**config.mk**
```make
export PLATFORM = sky130hd
export DESIGN_NAME = ccnm_div_chain
export DESIGN_NICKNAME = d
export VERILOG_FILES = /design/src/sv/ccnm_div_cell.sv /design/src/sv/ccnm_div_chain.sv
export SDC_FILE = /design/constraint.sdc
export NUM_CORES = 1
export LEC_CHECK = 0
export ABC_AREA = 1
export BUFFER_PORTS_ARGS = -buffer_cell sky130_fd_sc_hd__buf_2
export CAP_MARGIN = 20
export CORE_UTILIZATION = 50
export CTS_CLUSTER_DIAMETER = 50
export CTS_CLUSTER_SIZE = 20
export DETAILED_ROUTE_END_ITERATION = 7
export PLACE_DENSITY = 0.66
export SETUP_SLACK_MARGIN = 0.02
export SLEW_MARGIN = 20
export SYNTH_ARGS = -nofsm -noshare
export SYNTH_HDL_FRONTEND = slang
export SYNTH_SLANG_ARGS = --single-unit
```
**constraint.sdc**
```tcl
create_clock -name i_clk -period 5.1 [get_ports i_clk]
set_input_delay 1.02 -clock i_clk [delete_from_list [all_inputs] [get_ports i_clk]]
set_output_delay 1.02 -clock i_clk [all_outputs]
set_load 0.1 [all_outputs]
```
**src/sv/ccnm_div_cell.sv**
```systemverilog
// One restoring-division step per lane, registered, with a ready ripple to the left.
// Standalone; instantiated in a row by ccnm_div_chain.
`timescale 1ns / 1ps

module ccnm_div_cell #(
    parameter int NL  = 1,
    parameter int DVW = 8,
    parameter int NW  = 16,
    parameter int PW  = 1
) (
    input  logic                           i_clk,
    input  logic                           i_rst_n,
    input  logic                           i_valid,
    input  logic [NL-1:0][DVW+NW-1:0]      i_word,
    input  logic [NL-1:0][DVW-1:0]         i_div,
    input  logic [PW-1:0]                  i_pay,
    output logic                           o_ready,
    output logic                           o_valid,
    output logic [NL-1:0][DVW+NW-1:0]      o_word,
    output logic [NL-1:0][DVW-1:0]         o_div,
    output logic [PW-1:0]                  o_pay,
    input  logic                           i_ready
);

    logic                      r_valid;
    logic [NL-1:0][DVW+NW-1:0] r_word;
    logic [NL-1:0][DVW-1:0]    r_div;
    logic [PW-1:0]             r_pay;
    logic [NL-1:0][DVW+NW-1:0] n_word;

    always_comb begin
        logic [DVW+NW:0] sh;
        logic [DVW:0]    top;
        logic [DVW:0]    diff;
        for (int l = 0; l < NL; l++) begin
            sh   = {i_word[l], 1'b0};
            top  = sh[DVW+NW:NW];
            diff = top - {1'b0, i_div[l]};
            if (top >= {1'b0, i_div[l]}) begin
                n_word[l] = {diff[DVW-1:0], sh[NW-1:1], 1'b1};
            end else begin
                n_word[l] = sh[DVW+NW-1:0];
            end
        end
    end

    assign o_ready = !r_valid || i_ready;

    always_ff @(posedge i_clk) begin
        if (!i_rst_n) begin
            r_valid <= 1'b0;
        end else if (o_ready) begin
            r_valid <= i_valid;
        end
    end

    always_ff @(posedge i_clk) begin
        if (o_ready) begin
            r_word <= n_word;
            r_div  <= i_div;
            r_pay  <= i_pay;
        end
    end

    assign o_valid = r_valid;
    assign o_word  = r_word;
    assign o_div   = r_div;
    assign o_pay   = r_pay;

endmodule

```
**src/sv/ccnm_div_chain.sv**
```systemverilog
// Row of NW division cells: one quotient bit per cell, the remainder handed right.
// Depends on ccnm_div_cell.
`timescale 1ns / 1ps

module ccnm_div_chain #(
    parameter int NL  = 1,
    parameter int DVW = 8,
    parameter int NW  = 16,
    parameter int PW  = 1
) (
    input  logic                           i_clk,
    input  logic                           i_rst_n,
    input  logic                           i_valid,
    input  logic [NL-1:0][DVW+NW-1:0]      i_word,
    input  logic [NL-1:0][DVW-1:0]         i_div,
    input  logic [PW-1:0]                  i_pay,
    output logic                           o_ready,
    output logic                           o_valid,
    output logic [NL-1:0][DVW+NW-1:0]      o_word,
    output logic [PW-1:0]                  o_pay,
    input  logic                           i_ready
);

    logic [NW:0]                          valid;
    logic [NW:0]                          ready;
    logic [NW:0][NL-1:0][DVW+NW-1:0]      word;
    logic [NW:0][NL-1:0][DVW-1:0]         dvs;
    logic [NW:0][PW-1:0]                  pay;

    assign valid[0]  = i_valid;
    assign word[0]   = i_word;
    assign dvs[0]    = i_div;
    assign pay[0]    = i_pay;
    assign ready[NW] = i_ready;

    for (genvar k = 0; k < NW; k++) begin : g_cell
        ccnm_div_cell #(
            .NL  (NL),
            .DVW (DVW),
            .NW  (NW),
            .PW  (PW)
        ) u_cell (
            .i_clk   (i_clk),
            .i_rst_n (i_rst_n),
            .i_valid (valid[k]),
            .i_word  (word[k]),
            .i_div   (dvs[k]),
            .i_pay   (pay[k]),
            .o_ready (ready[k]),
            .o_valid (valid[k+1]),
            .o_word  (word[k+1]),
            .o_div   (dvs[k+1]),
            .o_pay   (pay[k+1]),
            .i_ready (ready[k+1])
        );
    end

    assign o_ready = ready[0];
    assign o_valid = valid[NW];
    assign o_word  = word[NW];
    assign o_pay   = pay[NW];

endmodule

```
==> flow_metrics.tcl <==
set metrics [dict create \
    outcome "finished, final reports clean" \
    layout_min_cycle_time_ns 4.13 \
    syn_nets 2018 \
    insertion_delay_ns 0.59 \
    yosysWarningCount 0 \
    antenna_found_initial 0 \
    slowest_stage "buf_2" \
    setup_viol 0 \
    drt_first_pass_iters 5 \
    crit_path_end_kind "primary output" \
    clock-sinks 536 \
    hold_ws_ns 0.409 \
    routed-wl-met3_um 1300 \
    diodes 0 \
    grt_usage 0.160 \
    hold_viol_final 0 \
    numCtsBuffers 48 \
    synthFlopType "edfxtp_1" \
    drt-initial-drc-count 615 \
    fin_cells 2601 \
    cts_tree "built" \
    port_buffers 63 \
    grt_pass1_vias 12700 \
    hpwl_um 26500 \
    route.detailed.drc 0 \
    place_congestion 0.848 \
    cts.htree.levels 2 \
    clkTransAtPathRegs_ns 0.07 \
    dr_wl_met2_um 18900 \
    peakVddDrop_mv 0.509 \
    synth_edf_count 520 \
    root_buffer "clkbuf_16" \
    synth_seq_area_share 0.685 \
    slew_headroom 0.338 \
    die_w_um 218 \
    post-cts-setup-buffer-count 0 \
    initial_utilization 0.509 \
    cts_resized 0 \
    core_um2 45700 \
    die_h_um 218 \
    wl_met1_um 14900 \
    num_rows 78 \
    syn_area_per_cell_um2 12.7 \
    leakage_uw 0.0114 \
    synth-async-reset-ratio 0 \
    max_freq_mhz 242 \
    worst-r2r-cell-count 8 \
    cp_common_cell "nand4_4" \
    syn_inst 1837 \
    fin_crit_sh 0.809 \
    maxCapViolations 0 \
    drive_above_1_share 0.111 \
    wire_per_inst_um 13.9 \
    vias 12800 \
    hold_buffers 0 \
    grt_pass1_wl_um 60700 \
    cp_cell_sequence "buf_2 > inv_1 > nand4_4 > nor3_4 > nand4_4 > nor2_4 > nand4_4 > buf_4 > nor2_8 > nand4_4 > buf_4 > buf_2" \
    crit_required_ns 4.08 \
    crit_type "in -> out" \
    finalSetupTns_ns 0 \
    vias_per_cell 4.93 \
    layout.nets 2144 \
    top_layer_used "met4" \
    hold_path.class "reg -> reg" \
    io_pins 64 \
    grt_overflow 0 \
    critPathMaxStageDelay_ns 0.36 \
    grt_max_degree 36 \
    finalClockSkew_ns 0.0230 \
    placed_cells 2513 \
    hold_path_depth 0 \
    pwr_density_cell_nw_per_um2 589 \
    antenna_left 0 \
    crit_fanout 35 \
    wl_um 36000 \
    rsz0062_at_grt "no" \
    worst_slew_pin_slew_ns 0.988 \
    area_growth_pct 12.5 \
    synth_cell_type_count 34 \
    worstPathArrival_ns 3.11 \
    synth.cell_area_um2 23300 \
    drv_slew 0 \
    clock_path_buffers 3 \
    setup.worst_path.start_class "input port" \
    ys_ff_latch 536 \
    die_area_um2 47400 \
]
-- state kept, by name, indices dropped and copies added (netlist names) --
name / cells
g_cell.u_cell.o_word: 384
g_cell.u_cell.o_div: 120
g_cell.u_cell.o_pay: 16
g_cell.u_cell.o_valid: 16
-- cell usage in the layout (no fill, tap or decap), drive strengths merged, types with 9 or more instances in the layout --
cell,netlist,routed
edfxtp,520,520
nand2,369,369
inv,292,310
ha,128,128
nor2,124,124
nand3,120,120
buf,1,77
clkbuf,0,51
a21oi,51,51
xor2,50,50
o21ai,49,49
xnor2,30,30
nor3,17,17
fa,16,16
dfxtp,16,16
clkinv,3,15
a211oi,13,13
nand4,13,13
or4,9,9
-- logic make-up (layout without fill, tap and decap cells) --
| logic type | Yosys count | in the layout | share of synthesized area |
|---|---|---|---|
| DFF | 536 | 536 | 0.685 |
| buffers and inverters | 296 | 460 | 0.0478 |
| and+or+nand+nor | 659 | 659 | 0.125 |
| adders and majority gates | 144 | 144 | 0.0826 |
| xor gates and xnor gates | 80 | 80 | 0.0301 |
| AOI/OAI and AO/OA | 122 | 122 | 0.0293 |
-- worst max-delay path: cells and delay by family --
kind                   cells  cell delay [ns]
and+or+nand+nor            7             0.94
buffers and inverters      5             1.13
-- final timing paths --
check	endpoint	slack (ns)	start
max	o_ready	0.97	i_ready
min	g_cell[15].u_cell.o_word[8]	0.41	g_cell[14].u_cell.o_word[7]
max reg2reg	g_cell[1].u_cell.o_div[6]	2.25	g_cell[15].u_cell.o_valid
min reg2reg	g_cell[15].u_cell.o_word[8]	0.41	g_cell[14].u_cell.o_word[7]
-- synthesized netlist by cell type, types with 13 or more instances --
cell type	instances	area [um^2]
a21oi_1	47	235
nor3_1	16	80.1
nor2_1	122	458
dfxtp_1	16	320
xnor2_1	30	263
inv_1	285	1070
nand3_1	119	596
a211oi_1	13	97.6
fa_1	16	320
edfxtp_1	520	15600
o21ai_1	14	70.1
nand2_1	336	1260
o21ai_0	33	165
nand2_2	32	200
ha_1	128	1600
xor2_1	50	438
-- routing by layer --
| metal | vias to the layer above | track usage |
|---|---|---|
| met1 | 6042 | 0.185 |
| met2 | 166 | 0.294 |
| met5 | - | 0 |
| met4 | 0 | 0.0545 |
| li1 | 6544 | - |
| met3 | 72 | 0.0308 |
-- stage by stage --
stage	power (uW)	worst slack, ns	instance area [um^2]	utilization
2_1_floorplan	10600	0.0503	23300	-
3_3_place_gp	11600	0.984	24400	0.535
3_5_place_dp	11700	0.927	24400	0.535
4_1_cts	15600	0.924	26200	0.573
5_1_grt	16500	0.780	26200	0.573
6_report	15400	0.975	26200	0.573
-- area by class of cell --
type	instances	area (um^2)
Clock buffer	51	1230
Clock inverter	37	497
Fill cell	3655	19500
Inverter	295	1110
Multi-Input combinational cell	1005	6220
Sequential cell	536	15900
Tap cell	600	751
Timing Repair Buffer	77	420
-- where the power goes --
part / total [uW] / switching (uW) / internal [uW]
clock: 3840 / 1750 / 2080
combinational: 4790 / 3160 / 1630
sequential: 6780 / 472 / 6310
total: 15400 / 5390 / 10000
Note: power is estimated with default switching activity, not from simulation.
